## src/cwm_pkg.sv

```systemverilog
// Shared constants, state encoding and divider interface types for the
// centered window mean block. No dependencies.
package cwm_pkg;

   localparam int MAX_RADIUS   = 15;
   localparam int SAMPLE_BITS  = 16;
   localparam int LINE_DEPTH   = 2 * MAX_RADIUS + 1;
   localparam int RADIUS_BITS  = 4;
   localparam int RADIUS_RESET = 1;
   localparam int COUNT_BITS   = $clog2(LINE_DEPTH + 1);
   localparam int AGE_BITS     = $clog2(LINE_DEPTH);
   localparam int FRAC_BITS    = 8;
   localparam int SUM_BITS     = SAMPLE_BITS + COUNT_BITS;
   localparam int MAG_BITS     = SUM_BITS - 1;
   localparam int QUOT_BITS    = SAMPLE_BITS + FRAC_BITS;
   localparam int STEP_BITS    = $clog2(QUOT_BITS);
   localparam int MEAN_BITS    = 24;
   localparam int MEMBERS_BITS = 5;

   typedef enum logic [1:0] {
      ST_IDLE,
      ST_ACCUM,
      ST_LAUNCH,
      ST_DIVIDE
   } cwm_state_type;

   typedef struct packed {
      logic                         start;
      logic signed [SUM_BITS-1:0]   sum;
      logic [COUNT_BITS-1:0]        count;
   } div_req_type;

   typedef struct packed {
      logic                         done;
      logic signed [QUOT_BITS:0]    quot;
   } div_rsp_type;

endpackage

```

## src/cwm_line.sv

```systemverilog
// Sample shift line: newest sample at age 0, read at one selected age.
// Depends on cwm_pkg.
module cwm_line (
   input  logic                                   clock,
   input  logic                                   push,
   input  logic signed [cwm_pkg::SAMPLE_BITS-1:0] push_data,
   input  logic [cwm_pkg::AGE_BITS-1:0]           rd_age,
   output logic signed [cwm_pkg::SAMPLE_BITS-1:0] rd_data
);
   import cwm_pkg::*;

   logic signed [SAMPLE_BITS-1:0] line_ff [LINE_DEPTH];
   logic signed [SAMPLE_BITS-1:0] line_in [LINE_DEPTH];

   always_comb begin
      line_in[0] = push_data;
      for (int i = 1; i < LINE_DEPTH; i++) begin
         line_in[i] = line_ff[i-1];
      end
   end

   always_ff @(posedge clock) begin
      if (push) begin
         line_ff <= line_in;
      end
   end

   assign rd_data = line_ff[rd_age];

endmodule

```

## src/cwm_div.sv

```systemverilog
// Bit-serial restoring divider: signed window sum times 256 over the member
// count, one quotient bit per cycle, truncated toward zero. Depends on cwm_pkg.
module cwm_div (
   input  logic                 clock,
   input  logic                 reset,
   input  cwm_pkg::div_req_type div_req,
   output cwm_pkg::div_rsp_type div_rsp
);
   import cwm_pkg::*;

   logic                  busy_ff, busy_in;
   logic                  done_ff, done_in;
   logic                  neg_ff, neg_in;
   logic [STEP_BITS-1:0]  step_ff, step_in;
   logic [COUNT_BITS-1:0] rem_ff, rem_in;
   logic [COUNT_BITS-1:0] den_ff, den_in;
   logic [QUOT_BITS-1:0]  shreg_ff, shreg_in;

   logic [SUM_BITS-1:0]   mag_full;
   logic [MAG_BITS-1:0]   mag;
   logic [COUNT_BITS:0]   shifted;
   logic [COUNT_BITS:0]   trial;
   logic                  fits;
   logic signed [QUOT_BITS:0] quot_mag;

   assign mag_full = div_req.sum[SUM_BITS-1] ? SUM_BITS'(-div_req.sum) : div_req.sum;
   assign mag      = mag_full[MAG_BITS-1:0];
   assign shifted  = {rem_ff, shreg_ff[QUOT_BITS-1]};
   assign trial    = shifted - {1'b0, den_ff};
   assign fits     = !trial[COUNT_BITS];

   always_comb begin
      busy_in  = busy_ff;
      done_in  = done_ff;
      neg_in   = neg_ff;
      step_in  = step_ff;
      rem_in   = rem_ff;
      den_in   = den_ff;
      shreg_in = shreg_ff;
      if (div_req.start) begin
         busy_in  = 1'b1;
         done_in  = 1'b0;
         neg_in   = div_req.sum[SUM_BITS-1];
         step_in  = '0;
         rem_in   = COUNT_BITS'(mag[MAG_BITS-1:SAMPLE_BITS]);
         den_in   = div_req.count;
         shreg_in = {mag[SAMPLE_BITS-1:0], {FRAC_BITS{1'b0}}};
      end else if (busy_ff) begin
         rem_in   = fits ? trial[COUNT_BITS-1:0] : shifted[COUNT_BITS-1:0];
         shreg_in = {shreg_ff[QUOT_BITS-2:0], fits};
         step_in  = step_ff + STEP_BITS'(1);
         if (step_ff == STEP_BITS'(QUOT_BITS - 1)) begin
            busy_in = 1'b0;
            done_in = 1'b1;
         end
      end
   end

   always_ff @(posedge clock) begin
      if (reset) begin
         busy_ff <= 1'b0;
         done_ff <= 1'b0;
      end else begin
         busy_ff <= busy_in;
         done_ff <= done_in;
      end
      neg_ff   <= neg_in;
      step_ff  <= step_in;
      rem_ff   <= rem_in;
      den_ff   <= den_in;
      shreg_ff <= shreg_in;
   end

   assign quot_mag     = {1'b0, shreg_ff};
   assign div_rsp.done = done_ff;
   assign div_rsp.quot = neg_ff ? -quot_mag : quot_mag;

endmodule

```

## src/centered_window_mean.sv

```systemverilog
// Centered moving average over sets of signed samples, Q8 result.
// Top level; depends on cwm_pkg, cwm_line and cwm_div.
//
// Usage:
//   req_*  : one sample per transaction, req_set_end on the final sample.
//   rsp_*  : window mean times 256 (truncated toward zero), member count,
//            rsp_run_last on the last result of an input transaction and
//            rsp_set_last on the result for the final position of a set.
//   csr_*  : radius register (reset 1); the user must write it only while
//            the block is idle, which the block itself does not enforce.
// Each result sums its window one sample per cycle, then divides by the
// member count bit-serially, one quotient bit per cycle. An item giving
// one full window holds the input until its result is loaded. A final
// item flushes min(radius, samples - 1) + 1 results, one after another.
// The block takes one input transaction at a time; req_stall is high while
// results of the current one are being computed. The result register lets
// the next transaction in while the last result waits on rsp_stall; a
// stalled result holds and blocks only the next result load.
// Reset clears the set state and the result channel; radius returns to 1.
module centered_window_mean (
   input  logic                                   clock,
   input  logic                                   reset,
   input  logic                                   req_valid,
   output logic                                   req_stall,
   input  logic signed [cwm_pkg::SAMPLE_BITS-1:0] req_sample,
   input  logic                                   req_set_end,
   output logic                                   rsp_valid,
   input  logic                                   rsp_stall,
   output logic signed [cwm_pkg::MEAN_BITS-1:0]   rsp_mean_q8,
   output logic [cwm_pkg::MEMBERS_BITS-1:0]       rsp_members,
   output logic                                   rsp_run_last,
   output logic                                   rsp_set_last,
   input  logic                                   csr_wr_en,
   input  logic [cwm_pkg::RADIUS_BITS-1:0]        csr_wr_data
);
   import cwm_pkg::*;

   cwm_state_type             state_ff, state_in;
   logic [RADIUS_BITS-1:0]    radius_ff;
   logic [COUNT_BITS-1:0]     seen_ff, seen_in;
   logic [COUNT_BITS-1:0]     rad_ff, rad_in;
   logic [COUNT_BITS-1:0]     pos_ff, pos_in;
   logic                      end_ff, end_in;
   logic [AGE_BITS-1:0]       age_ff, age_in;
   logic signed [SUM_BITS-1:0] sum_ff, sum_in;

   logic                      rsp_valid_ff, rsp_valid_in;
   logic signed [MEAN_BITS-1:0] rsp_mean_ff;
   logic [MEMBERS_BITS-1:0]   rsp_members_ff;
   logic                      rsp_run_last_ff;
   logic                      rsp_set_last_ff;

   logic                      req_accept;
   logic                      rsp_free;
   logic                      rsp_load;
   logic [COUNT_BITS-1:0]     r_eff;
   logic [COUNT_BITS-1:0]     seen_next;
   logic [COUNT_BITS-1:0]     top_pos;
   logic [COUNT_BITS-1:0]     span;
   logic [COUNT_BITS-1:0]     back;
   logic [AGE_BITS-1:0]       hi;
   logic [COUNT_BITS-1:0]     count;
   logic                      job_last;
   logic                      job_set_last;
   logic signed [SAMPLE_BITS-1:0] tap;
   div_req_type               div_req;
   div_rsp_type               div_rsp;

   cwm_line u_line (
      .clock     (clock),
      .push      (req_accept),
      .push_data (req_sample),
      .rd_age    (age_ff),
      .rd_data   (tap)
   );

   cwm_div u_div (
      .clock   (clock),
      .reset   (reset),
      .div_req (div_req),
      .div_rsp (div_rsp)
   );

   assign req_stall  = (state_ff != ST_IDLE);
   assign req_accept = req_valid && !req_stall;
   assign rsp_free   = !rsp_valid_ff || !rsp_stall;

   assign r_eff = (COUNT_BITS'(radius_ff) < COUNT_BITS'(MAX_RADIUS)) ?
                  COUNT_BITS'(radius_ff) : COUNT_BITS'(MAX_RADIUS);
   assign seen_next = (seen_ff < COUNT_BITS'(LINE_DEPTH)) ?
                      seen_ff + COUNT_BITS'(1) : seen_ff;
   assign top_pos = (seen_next - COUNT_BITS'(1) < r_eff) ?
                    seen_next - COUNT_BITS'(1) : r_eff;

   assign span  = seen_ff - COUNT_BITS'(1) - pos_ff;
   assign back  = (span < rad_ff) ? span : rad_ff;
   assign hi    = AGE_BITS'(pos_ff + back);
   assign count = COUNT_BITS'(hi) + COUNT_BITS'(1);

   assign job_last     = end_ff ? (pos_ff == '0) : 1'b1;
   assign job_set_last = end_ff && (pos_ff == '0);

   always_comb begin
      state_in      = state_ff;
      seen_in       = seen_ff;
      rad_in        = rad_ff;
      pos_in        = pos_ff;
      end_in        = end_ff;
      age_in        = age_ff;
      sum_in        = sum_ff;
      rsp_load      = 1'b0;
      div_req.start = 1'b0;
      div_req.sum   = sum_ff;
      div_req.count = count;
      case (state_ff)
         ST_IDLE: begin
            if (req_accept) begin
               seen_in = seen_next;
               rad_in  = r_eff;
               end_in  = req_set_end;
               age_in  = '0;
               sum_in  = '0;
               if (req_set_end) begin
                  pos_in   = top_pos;
                  state_in = ST_ACCUM;
               end else if (seen_next >= r_eff + COUNT_BITS'(1)) begin
                  pos_in   = r_eff;
                  state_in = ST_ACCUM;
               end
            end
         end
         ST_ACCUM: begin
            sum_in = sum_ff + SUM_BITS'(tap);
            age_in = age_ff + AGE_BITS'(1);
            if (age_ff == hi) begin
               state_in = ST_LAUNCH;
            end
         end
         ST_LAUNCH: begin
            div_req.start = 1'b1;
            state_in      = ST_DIVIDE;
         end
         ST_DIVIDE: begin
            if (div_rsp.done && rsp_free) begin
               rsp_load = 1'b1;
               if (job_last) begin
                  if (end_ff) begin
                     seen_in = '0;
                  end
                  state_in = ST_IDLE;
               end else begin
                  pos_in   = pos_ff - COUNT_BITS'(1);
                  age_in   = '0;
                  sum_in   = '0;
                  state_in = ST_ACCUM;
               end
            end
         end
         default: begin
            state_in = ST_IDLE;
         end
      endcase
   end

   assign rsp_valid_in = rsp_load || (rsp_valid_ff && rsp_stall);

   always_ff @(posedge clock) begin
      if (reset) begin
         state_ff     <= ST_IDLE;
         radius_ff    <= RADIUS_BITS'(RADIUS_RESET);
         seen_ff      <= '0;
         rsp_valid_ff <= 1'b0;
      end else begin
         state_ff     <= state_in;
         seen_ff      <= seen_in;
         rsp_valid_ff <= rsp_valid_in;
         if (csr_wr_en) begin
            radius_ff <= csr_wr_data;
         end
      end
      rad_ff <= rad_in;
      pos_ff <= pos_in;
      end_ff <= end_in;
      age_ff <= age_in;
      sum_ff <= sum_in;
      if (rsp_load) begin
         rsp_mean_ff     <= MEAN_BITS'(div_rsp.quot);
         rsp_members_ff  <= MEMBERS_BITS'(count);
         rsp_run_last_ff <= job_last;
         rsp_set_last_ff <= job_set_last;
      end
   end

   assign rsp_valid    = rsp_valid_ff;
   assign rsp_mean_q8  = rsp_mean_ff;
   assign rsp_members  = rsp_members_ff;
   assign rsp_run_last = rsp_run_last_ff;
   assign rsp_set_last = rsp_set_last_ff;

`ifndef ASSERT_OFF
   a_end_gives_result: assert property (@(posedge clock) disable iff (reset)
      req_valid && !req_stall && req_set_end |=> state_ff == ST_ACCUM)
      else $error("final sample did not start a flush");

   a_age_in_window: assert property (@(posedge clock) disable iff (reset)
      state_ff == ST_ACCUM |-> age_ff <= hi)
      else $error("accumulation ran past the window");

   a_set_last_ends_run: assert property (@(posedge clock) disable iff (reset)
      rsp_valid && rsp_set_last |-> rsp_run_last)
      else $error("set_last without run_last");

   a_members_nonzero: assert property (@(posedge clock) disable iff (reset)
      rsp_valid |-> rsp_members != '0)
      else $error("empty window reported");

   a_seen_bounded: assert property (@(posedge clock) disable iff (reset)
      seen_ff <= COUNT_BITS'(LINE_DEPTH))
      else $error("sample count past line depth");
`endif

endmodule
```

## config.mk

```make
export PLATFORM = sky130hd
export DESIGN_NAME = centered_window_mean
export DESIGN_NICKNAME = d
export VERILOG_FILES = /design/src/cwm_pkg.sv /design/src/cwm_line.sv /design/src/cwm_div.sv /design/src/centered_window_mean.sv
export SDC_FILE = /design/constraint.sdc
export NUM_CORES = 1
export LEC_CHECK = 0
export BUFFER_PORTS_ARGS = -buffer_cell sky130_fd_sc_hd__buf_2
export CORE_UTILIZATION = 40
export CTS_CLUSTER_DIAMETER = 80
export DETAILED_ROUTE_END_ITERATION = 7
export PLACE_DENSITY = 0.59
export SYNTH_ARGS = -nofsm -noshare
export SYNTH_HDL_FRONTEND = slang
export SYNTH_SLANG_ARGS = --single-unit
```

## constraint.sdc

```tcl
create_clock -name clock -period 40.3 [get_ports clock]
set_clock_uncertainty 0.15 [all_clocks]
set_input_delay 8.06 -clock clock [delete_from_list [all_inputs] [get_ports clock]]
set_output_delay 8.06 -clock clock [all_outputs]
set_load 0.1 [all_outputs]
```

# Word-level counts from Yosys, hierarchy flattened
# Cells that the tools add are included.
# classes
addsub	14
n_mul	0
div_mod_pow	0
order_cmp	6
n_eq_ne	12
shifts	0
n_mux	47
bitwise	1
n_reduce_logical	23
# ops
cell	count
16-bit binary-select mux with 5-bit select	1
5-bit two-way mux	16
24-bit two-way mux	3
21-bit two-way mux	3
21-bit one-hot mux with 3 select lines	1
16-bit two-way mux	2
24-bit negator	1
21-bit by 16-bit adder with 21-bit output	1
5-bit by 1-bit adder with 5-bit output, second input constant	4
20-bit two-way mux	1
20-bit negator	1
5-bit one-hot mux with 2 select lines	2
5-bit one-hot mux with 3 select lines	1
5-bit by 1-bit subtractor with 5-bit output, second input constant	3
4-bit two-way mux	3
2-bit != test, second input constant	6
2-bit two-way mux	5
5-bit AND reduction	2
1-bit two-way mux	8
2-bit one-hot mux with 4 select lines	1
4-bit AND reduction	2
6-bit greater-or-equal comparator, second input constant	1
5-bit NOT with 6-bit output	1
2-bit nonzero test	3
22 further kinds	31
# totals
register_bits	618
latch_bits	0
ramBits	0
romBits	0
input_bits	26
output_inout_bits	33
word_cells	156
memories	0

# Depth between registers and ports, before layout
# logic_depth
word_depth	8
ltp_mapped	20
mapped_depth_nobuf	19

# Cells and area by module
# Synthesis repeated with hierarchy kept, for this count alone.
# unflattened
hier_cells	1751
hier_area_um2	27058.5
# modules_own_cells
mod	n_inst	cells_per_inst	area_each_um2	seq_area_each_um2
cwm_line	1	972	19095.8	14894.3
centered_window_mean	1	474	5082.4	2252.2
cwm_div	1	305	2880.3	1101.1

# Worst setup path after synthesis
# Ideal clock, no wire load.
# synth_path
kind	input port to flip-flop
start	in req_valid
end	reg end_ff, enable pin
setup_ps	1380
t_arrival_ps	28925
required_ps	38770
setup_slack_ps	9845
cell_stages	2
path_buffers	0
path_cell_list	inv_1 nor2_1
# synth_between
elab_chain_cells	2
# synth_rtl
element	line	source
start, declared	centered_window_mean.sv:23	input logic req_valid,
1-bit logical AND	centered_window_mean.sv:85	assign req_accept = req_valid && !req_stall;
via req_accept	centered_window_mean.sv:53	logic req_accept;
2-bit AND reduction (no source line)	n/a	
end signal, assigned	centered_window_mean.sv:183	end_ff <= end_in;
end, declared	centered_window_mean.sv:43	logic end_ff, end_in;
# The timed path passes the listed nets, and every way through them passes these cells.
# A chain may end at the register's enable or synchronous reset.

# Worst setup path in the final report
# layout_path
start	in req_valid
end	reg u_line.line_ff[338] in the netlist's numbering, enable pin
# layout_between
elab_chain_cells	1
# layout_rtl
element	line	source
1-bit logical AND	centered_window_mean.sv:85	
via req_accept	centered_window_mean.sv:53	
end signal, assigned	cwm_line.sv:24	line_ff <= line_in;
end, declared	cwm_line.sv:12	logic signed [SAMPLE_BITS-1:0] line_ff [LINE_DEPTH];
# The timed path passes the listed nets, and every way through them passes these cells.

==> results.tsv <==
metric	value	unit
result of the run	complete, no violations	
Crit. End Element	flop	
clk sink count	617	
cell count after synthesis	1648	
share of post-route cells with drive strength above 1	18.38	%
post-layout power	2761	uW
wire length reported by the detailed router	49.96	mm
fin crit share	28.62	%
top fanout value on the critical path	215	
number of antenna violations at the first check in global routing	1	
post-route minimum period	11.54	ns
worst hold path endpoint	u_line.line_ff[95]	
peak supply drop	0.00005116	V
cell at the root of the clock tree	sky130_fd_sc_hd__clkbuf_16	
Pwr Density	92.29	nW/um2
final count of hold timing violations	0	
sequential-to-total area share from yosys stat	68.49	%
Slew HR	11.34	%
num rows	94	
Chip Width	260.1	um
Post-synth EDFFs	589	
static leakage	0.01025	uW
arrival time worst endpoint	11.59	ns
Std-Cell Core Area	65860	um2
Net Count, Synth	1739	
global-route congestion overflow total	0	
Initial Utilization	40.45	%
post-route design area	29910	um2
area delta synth->final	12.28	%
startpoint of the worst hold path	u_line.line_ff[111]	
I/O pin count	59	
via count of the first global-routing pass	14170	
via count	14150	
Total Routing Usage GR	14.86	%
count of final max-slew check failures	0	
clock latency on the worst-skew pair	0.60	ns
Yosys top cell by area	sky130_fd_sc_hd__edfxtp_1	
antenna cell count	0	
type of origin of the critical path	input pin	
worst path bufs/invs	5	
quantity of I/O buffers inserted on ports	58	
mean instance size in the synthesized netlist	16.17	um2
Final ANT Viol Nets	0	
count of buffers added by post-CTS timing repair for setup	0	
overall die height	260.1	um
number of unique standard cell types used by synthesis	65	
GP Congestion	0.7992	
most frequent cell on the critical path	sky130_fd_sc_hd__buf_12	
Crit-path slowest cell	sky130_fd_sc_hd__buf_4	
commonest cells in the synthesized netlist	sky130_fd_sc_hd__edfxtp_1 (589), sky130_fd_sc_hd__nor2_1 (87), sky130_fd_sc_hd__mux4_2 (83), sky130_fd_sc_hd__nand2_1 (80), sky130_fd_sc_hd__xnor2_1 (63)	
total of max-cap violations	0	
worst hold path cell count	0	
launch instance of the worst register-to-register path	pos_ff[0]	
Max H-tree Level	3	
Setup WS post-layout	28.76	ns
CP Class	input pin to flop	
actual slew at the worst max-slew pin	1.330	ns
largest net degree at the start of global routing	216	
fmax	86.69	MHz
length in cells of the worst reg-to-reg path	19	
Req. time, crit path	40.35	ns
RR Endpoint	state_ff[0]	
TritonCTS clock tree	done	
DRT iter0 DRCs	1144	
Synth area leaders	sky130_fd_sc_hd__edfxtp_1 (66%), sky130_fd_sc_hd__mux4_2 (7.0%), sky130_fd_sc_hd__ha_1 (2.9%)	
number of setup violations in the final report	0	
Avg WL per Cell	19.02	um
Setup TNS	0	ns
total of cells resized after clock tree synthesis	0	
share of async-settable or async-resettable flops after synthesis	0	%
half-perimeter wire length after detailed placement	29.05	mm
internal reg-to-reg setup slack	34.51	ns
average via count per standard cell	5.386	
Post-synth top flop	sky130_fd_sc_hd__edfxtp_1	
1st-pass router iterations	5	
most common cell in the netlist	sky130_fd_sc_hd__edfxtp_1	
Area after DPL	27900	um2
Synth top area share	66.38	%
family with the most delay on the worst path	buffers and inverters	
slowest stage delay, CP	0.87	ns
maximum number of buffers from clock root to sink	3	
total CTS buffers	67	
register bit total from synthesis	617	
clock-pin transition on the worst setup and hold timing paths	0.06	ns
RSZ-0062 raised after global routing	no	
# DRC	0	
classification of the worst-slack hold path	flop to flop	
critical path, cell by cell	buf_2, inv_1, nor2_4, buf_12, buf_4, buf_12	
area of the die	67640	um2
wire length of the first global-routing pass	79.76	mm
netlist area before placement	26640	um2
Final nets	1805	
DP Worst Slack	28.32	ns
Hold-fix buffers, CTS	0	
number of warning messages in the yosys log	0	
where the power goes:
part           switching [uW]  internal [uW]
Combinational             594            444
Sequential                125           1030
Clock                     245            323
Total                     964           1800
how the worst max path moves through the flow:
stage	depth (start not counted)	endpoint	start
global placement	6	u_line.line_ff[115]	req_valid
global route	6	u_line.line_ff[320]	req_valid
detailed placement	6	u_line.line_ff[115]	req_valid
CTS	6	u_line.line_ff[131]	req_valid
floorplan	2	end_ff	req_valid
finish	6	u_line.line_ff[338]	req_valid
final cells by class:
| class | instances | area (um2) |
|---|---|---|
| repair buffers | 78 | 490.5 |
| multi-input cells | 906 | 7918 |
| inverters | 44 | 165.2 |
| well taps | 864 | 1081 |
| clock inverters | 33 | 216.5 |
| fillers | 5787 | 35950 |
| flip-flops and latches | 617 | 18250 |
| clock buffers | 85 | 1795 |
sequential cells by signal, summed over array words and instances (netlist names):
register / cells
u_line.line_ff: 496
rsp_mean_q8: 24
u_div.shreg_ff: 24
sum_ff: 21
age_ff: 5
pos_ff: 5
rsp_members: 5
seen_ff: 5
u_div.den_ff: 5
u_div.rem_ff: 5
u_div.step_ff: 5
rad_ff: 4
radius_ff: 4
state_ff: 2
end_ff: 1
rsp_run_last: 1
rsp_set_last: 1
rsp_valid: 1
u_div.busy_ff: 1
u_div.done_ff: 1
u_div.neg_ff: 1
kinds of logic after synthesis:
logic type	synth area share (%)
multiplexers	11.59
AO/OA/AOI/OAI	6.833
flip-flops	68.49
buffers and inverters	1.855
AND/OR/NAND/NOR	5.142
XOR/XNOR	2.930
adder cells (fa/ha/maj)	3.165
metrics by stage:
step | hold WS [ns] | std cells | utilization [%]
after global placement | 0.2746 | 2509 | 42.36
after global routing | 0.2949 | 2627 | 45.42
after floorplan | 0.2704 | 1648 | -
final | 0.2908 | 2627 | 45.42
after detailed placement | 0.2771 | 2509 | 42.36
after CTS | 0.2884 | 2627 | 45.42
cells in the final DEF (no fill, tap or decap), types with 28 or more instances in the layout:
master	instances
sky130_fd_sc_hd__edfxtp_1	589
sky130_fd_sc_hd__nor2_1	86
sky130_fd_sc_hd__mux4_2	83
sky130_fd_sc_hd__nand2_1	80
sky130_fd_sc_hd__clkbuf_16	68
sky130_fd_sc_hd__xnor2_1	63
sky130_fd_sc_hd__mux2_2	61
sky130_fd_sc_hd__o21ai_0	61
sky130_fd_sc_hd__ha_1	60
sky130_fd_sc_hd__buf_2	58
sky130_fd_sc_hd__a21oi_1	54
sky130_fd_sc_hd__mux2i_1	53
sky130_fd_sc_hd__inv_1	43
sky130_fd_sc_hd__o22ai_1	30
sky130_fd_sc_hd__dfxtp_1	28
layer usage:
layer | vias up | wire, um | track usage, % | part of all wire [%]
met2 | 301 | 22360 | 22.33 | 45
met3 | 78 | 2210 | 2.593 | 4.4
met4 | 2 | 1154 | 5.036 | 2.3
li1 | 6608 | - | - | -
met1 | 7161 | 24220 | 21.77 | 48
met5 | - | 12 | 0 | 0.024
Note: power is estimated with default switching activity, not from simulation.
